$ cat config.mk
export PLATFORM = sky130hd
export DESIGN_NAME = pfti_fifo
export DESIGN_NICKNAME = d
export VERILOG_FILES = /design/src/rtl/pfti_pkg.sv /design/src/rtl/pfti_fifo.sv
export SDC_FILE = /design/constraint.sdc
export NUM_CORES = 1
export LEC_CHECK = 0
export BUFFER_PORTS_ARGS = -buffer_cell sky130_fd_sc_hd__buf_2
export CAP_MARGIN = 25
export CORE_UTILIZATION = 50
export DETAILED_ROUTE_END_ITERATION = 10
export PLACE_DENSITY = 0.71
export SETUP_SLACK_MARGIN = 0.4
export SLEW_MARGIN = 20
export SYNTH_ARGS = -nofsm -noshare
export SYNTH_HDL_FRONTEND = slang
export SYNTH_SLANG_ARGS = --single-unit
$ cat constraint.sdc
create_clock -name clk -period 6.3 [get_ports clk]
set_clock_uncertainty 0.15 [all_clocks]
set_input_delay 0.945 -clock clk [delete_from_list [all_inputs] [get_ports clk]]
set_output_delay 0.945 -clock clk [all_outputs]
set_load 0.1 [all_outputs]
$ cat src/rtl/pfti_pkg.sv
package pfti_pkg;

	localparam int MAX_POINTS   = 64;
	localparam int MAX_FEATURES = 16;
	localparam int PT_W         = $clog2(MAX_POINTS);
	localparam int FEAT_W       = $clog2(MAX_FEATURES);
	localparam int TABLE_DEPTH  = MAX_POINTS * MAX_FEATURES;
	localparam int BANK_DEPTH   = TABLE_DEPTH / 2;
	localparam int ROW_W        = $clog2(BANK_DEPTH);
	localparam int DATA_W       = 32;
	localparam int NP_W         = 7;
	localparam int ADDR_W       = 4;

	// result queue, depth is a power of two so pointers wrap naturally
	localparam int FIFO_DEPTH = 16;
	localparam int FPTR_W     = $clog2(FIFO_DEPTH);
	localparam int FCNT_W     = FPTR_W + 1;

	typedef enum logic [1:0] {
		REG_NUM_POINTS     = 2'd0,
		REG_MIN_VALUE      = 2'd1,
		REG_INTERVAL_SCALE = 2'd2
	} reg_idx_t;

	localparam logic REQ_LOAD    = 1'b0;
	localparam logic REQ_CONVERT = 1'b1;

	localparam logic BANK_EVEN = 1'b0;
	localparam logic BANK_ODD  = 1'b1;

	localparam logic [NP_W-1:0]          NP_RESET    = 7'd2;
	localparam logic [DATA_W-1:0]        MIN_RESET   = 32'h0000_0000;
	localparam logic [DATA_W-1:0]        SCALE_RESET = 32'h0001_0000;

	typedef struct packed {
		logic              we;
		logic              wbank;
		logic [ROW_W-1:0]  wrow;
		logic [DATA_W-1:0] wdata;
		logic [ROW_W-1:0]  rrow_even;
		logic [ROW_W-1:0]  rrow_odd;
	} tbl_req_t;

	typedef struct packed {
		logic signed [DATA_W-1:0] value;
		logic                     sat;
	} res_t;

endpackage

$ cat src/rtl/pfti_fifo.sv
module pfti_fifo (
	input  logic           clk,
	input  logic           arst_n,
	input  logic           push,
	input  pfti_pkg::res_t push_data,
	output logic           out_valid,
	input  logic           out_stall,
	output pfti_pkg::res_t out_data
);
	import pfti_pkg::*;

	res_t              mem [FIFO_DEPTH];
	logic [FPTR_W-1:0] wr_ptr_q;
	logic [FPTR_W-1:0] rd_ptr_q;
	logic [FCNT_W-1:0] cnt_q;
	logic              pop;
	logic              full;

	assign pop       = out_valid && !out_stall;
	assign full      = (cnt_q == FCNT_W'(FIFO_DEPTH));
	assign out_valid = (cnt_q != '0);
	assign out_data  = mem[rd_ptr_q];

	always_ff @(posedge clk or negedge arst_n) begin
		if (!arst_n) begin
			wr_ptr_q <= '0;
			rd_ptr_q <= '0;
			cnt_q    <= '0;
		end else begin
			if (push) begin
				wr_ptr_q <= wr_ptr_q + 1'b1;
			end
			if (pop) begin
				rd_ptr_q <= rd_ptr_q + 1'b1;
			end
			if (push && !pop) begin
				cnt_q <= cnt_q + 1'b1;
			end else if (pop && !push) begin
				cnt_q <= cnt_q - 1'b1;
			end
		end
	end

	always_ff @(posedge clk) begin
		if (push) begin
			mem[wr_ptr_q] <= push_data;
		end
	end

	a_no_overflow: assert property (@(posedge clk) disable iff (!arst_n)
		!(push && full))
		else $error("result pushed into a full queue");

	a_ptr_count: assert property (@(posedge clk) disable iff (!arst_n)
		(full && wr_ptr_q == rd_ptr_q) || (!full && (wr_ptr_q - rd_ptr_q) == cnt_q[FPTR_W-1:0]))
		else $error("queue pointers disagree with fill count");

endmodule

==> results of run 1 <==
-- state kept, by name (all words and copies together), names as in the netlist --
signal / cells
mem: 528
cnt_q: 5
rd_ptr_q: 4
wr_ptr_q: 4
-- synth_stat cells, drive strengths merged, types with 5 or more instances --
library cell  instances  area [sq um]
edfxtp              528         15900
mux2i               133          1330
a221oi               66           785
mux4                 66          1490
buf                  43           505
nand2                43           161
o21ai                36           180
a22oi                33           248
clkbuf               17          63.8
nor2                 15          56.3
dfrtp                13           325
ha                    9           113
xnor2                 7          61.3
inv                   5          18.8
nor3                  5          25.0
-- layer usage --
| metal | share of wire [%] | vias to the layer above | wire length, um | track usage [%] |
|---|---|---|---|---|
| li1 | - | 4492 | - | - |
| met1 | 42 | 5333 | 18200 | 27.7 |
| met2 | 50 | 313 | 21700 | 33.7 |
| met3 | 5.7 | 65 | 2470 | 3.41 |
| met4 | 1.8 | 0 | 757 | 4.99 |
| met5 | 0 | - | 0 | 0 |
-- placed cells by master, fill, tap and decap left out, types with 7 or more instances in the layout --
master	count
a221oi_1	33
mux2i_1	133
o21ai_0	34
clkinv_2	10
nand2_1	43
a221oi_2	33
xnor2_1	7
nor2_4	12
buf_2	70
a22oi_1	33
clkinv_1	12
dfrtp_1	10
ha_1	9
clkbuf_1	10
mux4_2	66
buf_4	22
clkbuf_16	55
edfxtp_1	528
-- area by class of cell --
cell class                 count  area, sq um
sequential                   541        16200
fill                        3107        18200
clock buffer                  68         1460
multi-input combinational    430         4700
clock inverter                30          206
timing repair buffer          96          603
antenna                        2         5.00
tap                          539          674
inverter                       5         18.8
-- through the flow --
| stage | std cells | power (mW) | cell area [sq um] |
|---|---|---|---|
| 2_1_floorplan | 1036 | 8.72 | 21400 |
| 3_3_place_gp | 1609 | 9.47 | 22100 |
| 3_5_place_dp | 1609 | 9.53 | 22100 |
| 4_1_cts | 1707 | 12.5 | 23800 |
| 5_1_grt | 1710 | 12.9 | 23900 |
| 6_report | 1711 | 12.4 | 23900 |
-- final timing paths --
path	slack, ps	end	depth (start not counted)
min in group clk	340	cnt_q[4]	1
max	1540	out_data[24]	6
min reg2reg	340	cnt_q[4]	1
max in group asynchronous	5640	rd_ptr_q[1]	1
min	100	rd_ptr_q[1]	1
max reg2reg	3620	cnt_q[4]	10
-- kinds of logic (layout without fill, tap and decap cells) --
kind of cell / count (synthesis) / count (layout) / share of synthesized area (%)
DFF: 541 / 541 / 75.7
muxes: 201 / 201 / 13.3
AOI/OAI and AO/OA: 140 / 140 / 5.82
and+or+nand+nor: 69 / 69 / 1.35
buffers and inverters: 65 / 199 / 2.75
adders and majority gates: 10 / 10 / 0.621
xor gates and xnor gates: 10 / 10 / 0.410
other: 0 / 2 / 0
-- report_power, final --
| group | switching [mW] | total, mW | leakage, nW | internal, mW |
|---|---|---|---|---|
| clock network | 1.28 | 2.99 | 0.819 | 1.71 |
| logic | 3.55 | 4.90 | 2.28 | 1.35 |
| registers | 0.206 | 4.55 | 4.92 | 4.35 |
| total | 5.04 | 12.4 | 8.02 | 7.41 |
==> impl_results.md, run 1 <==
- Run status: completed
- Tightest Pin Transition: between 900 and 1000 ps
- Final setup margin: 1540 ps
- GRT Util Overall: 20.1%
- Worst endpoint required time: ~5200 ps
- Final Slew Violations: 0
- Critical path launch point type: register
- CP max stage cell: buf_4
- DP HPWL: roughly 22000 um
- Critical path arrival: 3670 ps
- Maxcap violations: 0
- Wire length of the first global-routing pass: around 64000 um
- H-tree depth: 2
- Fin crit period: about 4800 ps
- Final Hold Viols: 0
- CTS Buffer Depth: 3
- CTS tree: done
- Place WS: 2180 ps
- Post-synth EDFFs: roughly 530
- Core area: between 0.04 and 0.05 sq mm
- Unique masters post-synth: 31
- Mapped Cells: around 1000
- CP Max Fanout: 53
- Die footprint: roughly 0.044 sq mm
- Slew headroom: a little over a third
- Final Cycle Share: between 70% and 80%
- Final hold slack: 100 ps
- CP delay by family, top: buffers and inverters
- Final wirelength: between 40000 and 50000 um
- Initial core utilization: 50.8%
- Row count: between 70 and 80
- Placer's final routability congestion estimate: around 0.72
- Clock latency on the worst-skew pair: between 500 and 600 ps
- Ys Warns: 0
- WL/cell: around 25 um
- Fmax: roughly 0.21 GHz
- Overflow after GRT: 0
- Die width: about 210 um
- Setup TNS: 0 ps
- Initial antenna violation count: 2
- Maximum number of pins on one net before global-route repair: 68
- Synthesized area: 0.0214 sq mm
- Worst-path clk slew: around 60 ps
- Router iterations before antenna repair: 5
- Die height: between 200 and 250 um
- CTS Buf Count: 53
- Clock Tree Root: clkbuf_16
- RSZ-0062 raised after global routing: no
- Setup bufs post-CTS: 0
- Number of buffers inserted by hold repair at cts: 0
- Pwr/cell area: between 500 and 600 mW/mm^2
- CP Buf/Inv Count: 2
- Syn avg cell area: between 20 and 25 sq um
- Vias in the first global route: 10200
- Layout Utilization: between 50% and 60%
- Io pins: slightly above 70
- Routed vias/inst: between 5 and 6
- Worst reg2reg path startpoint: cnt_q[4]
- Resized cells post-CTS: 0
- DR DRC count: 0
- Initial drt markers: 805
- Register area share after synthesis: between 70% and 80%
- Syn nets: 1083
- Ys async rst share: under 10%
- Peak supply drop: a little over 0.5 mV
- Via Count: between 10000 and 15000
- Leak: roughly 8 nW
- P&R area growth vs syn: 11.7%
- Antenna viol nets, final: 0
- Setup Crit Path Kind: register to output pin
- CTS sink cnt: about 540
- Final setup vio count: 0
- Slowest stage delay, CP: a little over 800 ps
- Worst min path class: primary input to async pin
- Worst-path cell chain: nor2b_4, buf_4, a221oi_1, a22oi_1, nand2_1, buf_2
- Share of cells above drive strength 1: 25.0%
- Final #Nets: between 1000 and 1500
- Synth Flop Type: edfxtp_1
- Crit end category: output pin
- #FFs+latches synth: 541
- Critical path launch point: rd_ptr_q[1]
- IO buf count: 70
Note: power is estimated with default switching activity, not from simulation.
==> inputs of run 2 (changes only) <==
Clock period 6.3 ns to 4.4 ns, I/O delays scaled along.
==> impl_results.md, run 2 (same netlist as run 1, synthesis figures left out) <==
- CP max stage cell: dfrtp_1
- Clock Tree Root: clkbuf_16
- H-tree depth: 2
- Die height: ~210 um
- Vias in the first global route: around 11000
- Worst-path cell chain: and2_4, buf_4, a221oi_1, a22oi_1, nand2_1, buf_2
- Run status: completed
- Worst endpoint required time: 3590 ps
- CTS sink cnt: ~540
- Crit end category: output pin
- WL/cell: 26.0 um
- Initial antenna violation count: 1
- Final setup margin: 474 ps
- DR DRC count: 0
- Share of cells above drive strength 1: about a quarter
- IO buf count: 70
- Final #Nets: approximately 1200
- Slew headroom: a little under 40%
- Core area: ~0.042 sq mm
- Pwr/cell area: ~750 mW/mm^2
- Total power: 17.9 mW
- Footprint of the multi-input gates: around 0.0047 sq mm
- Fillers: ~3100
- Worst min path class: primary input to register
- Worst-path clk slew: roughly 60 ps
- Fmax: about 0.25 GHz
- Row count: 75
- Clock latency on the worst-skew pair: about 560 ps
- Fin crit period: 3930 ps
- Tightest Pin Transition: approximately 910 ps
- Commonest non-fill, non-tap cells in the layout: 528 x edfxtp_1, 133 x mux2i_1, 70 x buf_2, 66 x mux4_2, 55 x clkbuf_16
- GRT Util Overall: 20.9%
- Final Cycle Share: between 80 and 90%
- Die footprint: roughly 0.044 sq mm
- Setup TNS: 0 ps
- Register area: ~0.016 sq mm
- CP Buf/Inv Count: 2
- Peak supply drop: approximately 0.7 mV
- Leak: ~8 nW
- Io pins: between 70 and 80
- Final Slew Violations: 0
- Router iterations before antenna repair: 5
- Ant. Diodes: 0
- Initial drt markers: between 700 and 800
- Number of flip-flops in the largest register: ~530
- Place WS: ~830 ps
- Largest regs: mem (528), cnt_q (5)
- Most common cell after layout, fill and taps aside: edfxtp_1
- RSZ-0062 raised after global routing: no
- Slowest stage delay, CP: around 800 ps
- Final wirelength: ~45000 um
- Maxcap violations: 0
- Initial core utilization: between 50% and 60%
- Antenna viol nets, final: 0
- Biggest register: mem
- Wire length of the first global-routing pass: roughly 67000 um
- Die width: between 200 and 250 um
- Setup Crit Path Kind: register to output pin
- CTS Buf Count: between 50 and 60
- Maximum number of pins on one net before global-route repair: 46
- Via Count: just over 10000
- R2r setup slk: ~1600 ps
- Routed vias/inst: approximately 6
- Final setup vio count: 0
- CTS Buffer Depth: 3
- Placer's final routability congestion estimate: between 0.7 and 0.8
- Overflow after GRT: 0
- Final Hold Viols: 0
- DP HPWL: around 25000 um
- Critical path arrival: about 3100 ps
- CP delay by family, top: flip-flops
- CTS tree: done
- CP Max Fanout: 22
- Critical path launch point type: register
- P&R area growth vs syn: 12.3%
run 2: routing by layer:
| metal | up-vias | share of wire, % | track usage [%] |
|---|---|---|---|
| met1 | 5469 | 42 | 27.9 |
| met2 | 288 | 51 | 35.5 |
| li1 | 4529 | - | - |
| met5 | - | 0.036 | 0 |
| met4 | 2 | 2.2 | 5.83 |
| met3 | 66 | 5.0 | 3.37 |
run 2: what timing repair did:
| action | 4_1_cts | 5_1_grt |
|---|---|---|
| pin swaps | 1 | 0 |
| hold buffers | 1 | 0 |
| resized for setup | 0 | 1 |
| hold endpoints to repair | 13 | 0 |
| setup buffers | 1 | 1 |
| endpoints found under the setup margin | 15 | 13 |
| cloned | 1 | 0 |
run 2: area by class of cell:
class	count	share of cell area (%)
clock inverters	31	0.834
clock buffers	67	5.92
repair buffers	110	3.25
well taps	539	2.81
multi-input cells	431	19.6
flip-flops and latches	541	67.5
inverters	5	0.0782
run 2: path summary, 6_finish.rpt:
kind	startpoint	to	cells past startpoint
max	rd_ptr_q[2]	out_data[5]	6
min	push	wr_ptr_q[0]	2
max reg2reg	cnt_q[0]	cnt_q[4]	10
min reg2reg	cnt_q[4]	cnt_q[4]	1
max in group asynchronous	arst_n	rd_ptr_q[1]	2
min in group asynchronous	arst_n	rd_ptr_q[3]	2
run 2: worst register-to-register path, delay by kind of cell, from the launching register on:
kind	cells	cell delay [ps]
compound gates	3	910
xor+xnor	1	130
fa+ha+maj	2	520
buf+inv	2	280
flops	1	440
mux	1	240
simple gates	1	80
run 2: metrics by stage:
step | util, % | std cells | area [sq um] | hold WS (ps)
3_5_place_dp | 53.1 | 1621 | 22300 | 335
3_3_place_gp | 53.1 | 1621 | 22300 | 329
2_1_floorplan | - | 1036 | 21400 | 214
5_1_grt | 57.1 | 1724 | 24000 | 277
4_1_cts | 57.0 | 1722 | 24000 | 256
6_report | 57.1 | 1724 | 24000 | 283
run 2: power breakdown:
part           switching (mW)  leakage (nW)  total [mW]  internal [mW]
combinational            5.16          2.37        7.18           2.02
sequential              0.303          4.92        6.53           6.22
clock                    1.82         0.792        4.22           2.40
==> inputs of run 3 (changes only) <==
Settings changed: ABC_AREA set to 1.
==> impl_results.md, run 3 <==
- Commonest non-fill, non-tap cells in the layout: 859 x nand2_1, 528 x edfxtp_1, 212 x inv_1, 206 x nand3_1, 200 x nor2_1
- Initial antenna violation count: 1
- Most frequent cells after synthesis: 859 x nand2_1, 528 x edfxtp_1, 216 x nor2_1, 213 x inv_1, 206 x nand3_1
- Switching power: 8.32 mW
- Vias in the first global route: approximately 14000
- Worst r2r path cells: 12
- Biggest register: mem
- Ant. Diodes: 0
- Mapped Cells: 2167
- Setup TNS: 0 ps
- Worst-path cell chain: buf_6, buf_16, nand2_1, nand3_1, nand2_1, nor2_1, nand2_1, nand2_1, buf_2
- Worst path most repeated cell: nand2_1
- Die width: ~220 um
- Finished Cell Area: 0.0256 sq mm
- Cell taking the most area after synthesis: edfxtp_1
- RSZ-0062 raised after global routing: no
- Initial core utilization: around half
- Syn avg cell area: about 11 sq um
- Router iterations before antenna repair: 5
- CTS Buf Count: 53
- Unique masters post-synth: 21
- Post-synth EDFFs: 528
- R2r setup slk: around 1700 ps
- Syn nets: about 2200
- P&R area growth vs syn: 11.9%
- Row count: between 70 and 80
- CTS Buffer Depth: 3
- Maxcap violations: 0
- Die footprint: between 0.04 and 0.05 sq mm
- Peak supply drop: between 0.6 and 0.7 mV
- Cell with the most instances after synthesis: nand2_1
- Final wirelength: 53200 um
- Ys Warns: 0
- Setup Crit Path Kind: register to output pin
- DP HPWL: around 28000 um
- CTS tree: done
- Fmax: about 0.26 GHz
- Final Cycle Share: between 80% and 90%
- Final Non-Filler Cells: roughly 2900
- Routed vias/inst: between 5 and 6
- CP Max Fanout: ~140
- Synth Flop Type: edfxtp_1
- Synthesized area: ~0.023 sq mm
- DR DRC count: 0
- Critical path launch point: rd_ptr_q[0]
- Switching Share: between 40% and 50%
- Final #Nets: ~2300
- Final setup margin: 615 ps
- Die height: 216 um
- Sequential power share: a little over a third
- Layout Utilization: 57.2%
- DP Area: 0.0239 sq mm
- Worst reg2reg path startpoint: cnt_q[1]
- Number of flip-flops in the largest register: 528
- Fin crit period: about 3800 ps
- Core area: ~0.045 sq mm
- Footprint of the multi-input gates: approximately 0.0054 sq mm
- Placer's final routability congestion estimate: ~0.8
- Placed insts: 2765
- Slowest stage delay, CP: approximately 470 ps
- Top post-synthesis cells by area: edfxtp_1 69%, nand2_1 14%, nand3_1 4.5%
- Register area: between 0.015 and 0.02 sq mm
- Clock Tree Root: clkbuf_16
- Maximum number of pins on one net before global-route repair: 149
- P_int: between 10 and 15 mW
- Crit end category: output pin
- Final Slew Violations: 0
- Cells on Worst Hold Path: 2
- Combinational share of power: between 40% and 50%
- Tightest Pin Transition: between 1000 and 1500 ps
- Total power: approximately 18 mW
- Largest regs: mem (528), cnt_q (5)
- Final Hold Viols: 0
- Via Count: between 10000 and 15000
- Critical path arrival: between 2000 and 3000 ps
- Run status: completed
- Fillers: between 3000 and 4000
- Most common cell after layout, fill and taps aside: nand2_1
- Worst endpoint required time: around 3600 ps
- H-tree depth: 2
- Clk network pwr share: 22.7%
- Place WS: between 1000 and 1500 ps
- Critical R2R Capture: cnt_q[4]
- Io pins: ~70
- Min-Delay Startpoint: push
- Worst-path clk slew: about 60 ps
- Share of cells above drive strength 1: about a tenth
- Overflow after GRT: 0
- Slew headroom: approximately 30%
- CTS sink cnt: 541
- Antenna viol nets, final: 0
- GRT Util Overall: between 20 and 25%
- Initial drt markers: roughly 1700
- Final setup vio count: 0
- Final hold slack: ~230 ps
- Fraction of synthesized cell area taken by the top area cell type: a little over two thirds
- WL/cell: between 15 and 20 um
- Leak: ~11 nW
- Pwr/cell area: ~720 mW/mm^2
- Wire length of the first global-routing pass: roughly 81000 um
- Worst min path class: primary input to register
- CP max stage cell: buf_16
- Clock latency on the worst-skew pair: about 600 ps
- #FFs+latches synth: 541
- IO buf count: 70
- Register area share after synthesis: between 70% and 80%
- Critical path launch point type: register
- Hold EP: wr_ptr_q[0]
- Ys async rst share: under 10%
==> run 3: cell types whose count changed after synthesis, moves of 12 or more <==
cell | before | now
mux4_2 | 66 | 0
a221oi_2 | 33 | 0
nand2_1 | 43 | 859
a22oi_1 | 33 | 0
buf_12 | 12 | 0
a221oi_1 | 33 | 0
mux2i_1 | 133 | 0
buf_2 | 11 | 55
inv_1 | 5 | 213
nand3_1 | 1 | 206
o21ai_0 | 34 | 4
nor2_1 | 15 | 216
==> run 3: cell families (layout without fill, tap and decap cells) <==
family                   count (synthesis)  after routing  synth area share (%)
buffers and inverters                  320            428                  6.05
adder cells (fa/ha/maj)                 10             10                 0.580
AND/OR/NAND/NOR                       1285           1285                  22.3
XOR/XNOR                                 6              6                 0.230
AO/OA/AOI/OAI                            5              5                 0.115
flip-flops                             541            541                  70.8
==> run 3: worst max-delay path by stage <==
| stage | endpoint | slack (ps) |
|---|---|---|
| 6_report | out_data[15] | 620 |
| 5_1_grt | out_data[7] | 440 |
| 4_1_cts | out_data[29] | 430 |
| 3_5_place_dp | out_data[30] | 1060 |
| 3_3_place_gp | out_data[7] | 1060 |
| 2_1_floorplan | cnt_q[4] | 1090 |
==> run 3: repair_timing <==
item	CTS	global route
pin swaps	0	1
cloned	0	1
hold endpoints to repair	13	0
buffers inserted	0	2
endpoints found under the setup margin	1	30
gates resized for setup	1	4
hold buffers	1	0
==> run 3: critical path: cells and delay by family, from the launching register on <==
kind                   cells  cell delay, ps
buffers and inverters      3            1300
AND/OR/NAND/NOR            6             550
flip-flops                 1             440
==> run 3: metal layers <==
layer,global-route usage [%],part of all wire [%],up-vias
li1,-,-,7146
met1,31.8,42,7130
met2,36.4,47,617
met3,4.33,8.4,94
met4,6.71,2.2,2
met5,0,0.021,-
==> run 3: cell type report <==
type / count / area share [%]
tap: 592 / 2.89
sequential: 541 / 63.3
multi-input combinational: 1306 / 21.2
clock inverter: 28 / 0.670
timing repair buffer: 113 / 3.20
inverter: 217 / 3.21
clock buffer: 70 / 5.55
==> run 3: power groups by stage <==
stage | logic [mW] | registers, mW | clock network, mW
final | 7.88 | 6.41 | 4.20
after global routing | 8.49 | 6.45 | 4.44
after CTS | 7.80 | 6.40 | 4.26
after detailed placement | 7.76 | 6.51 | 0
after global placement | 7.66 | 6.49 | 0
after floorplan | 6.02 | 6.44 | 0
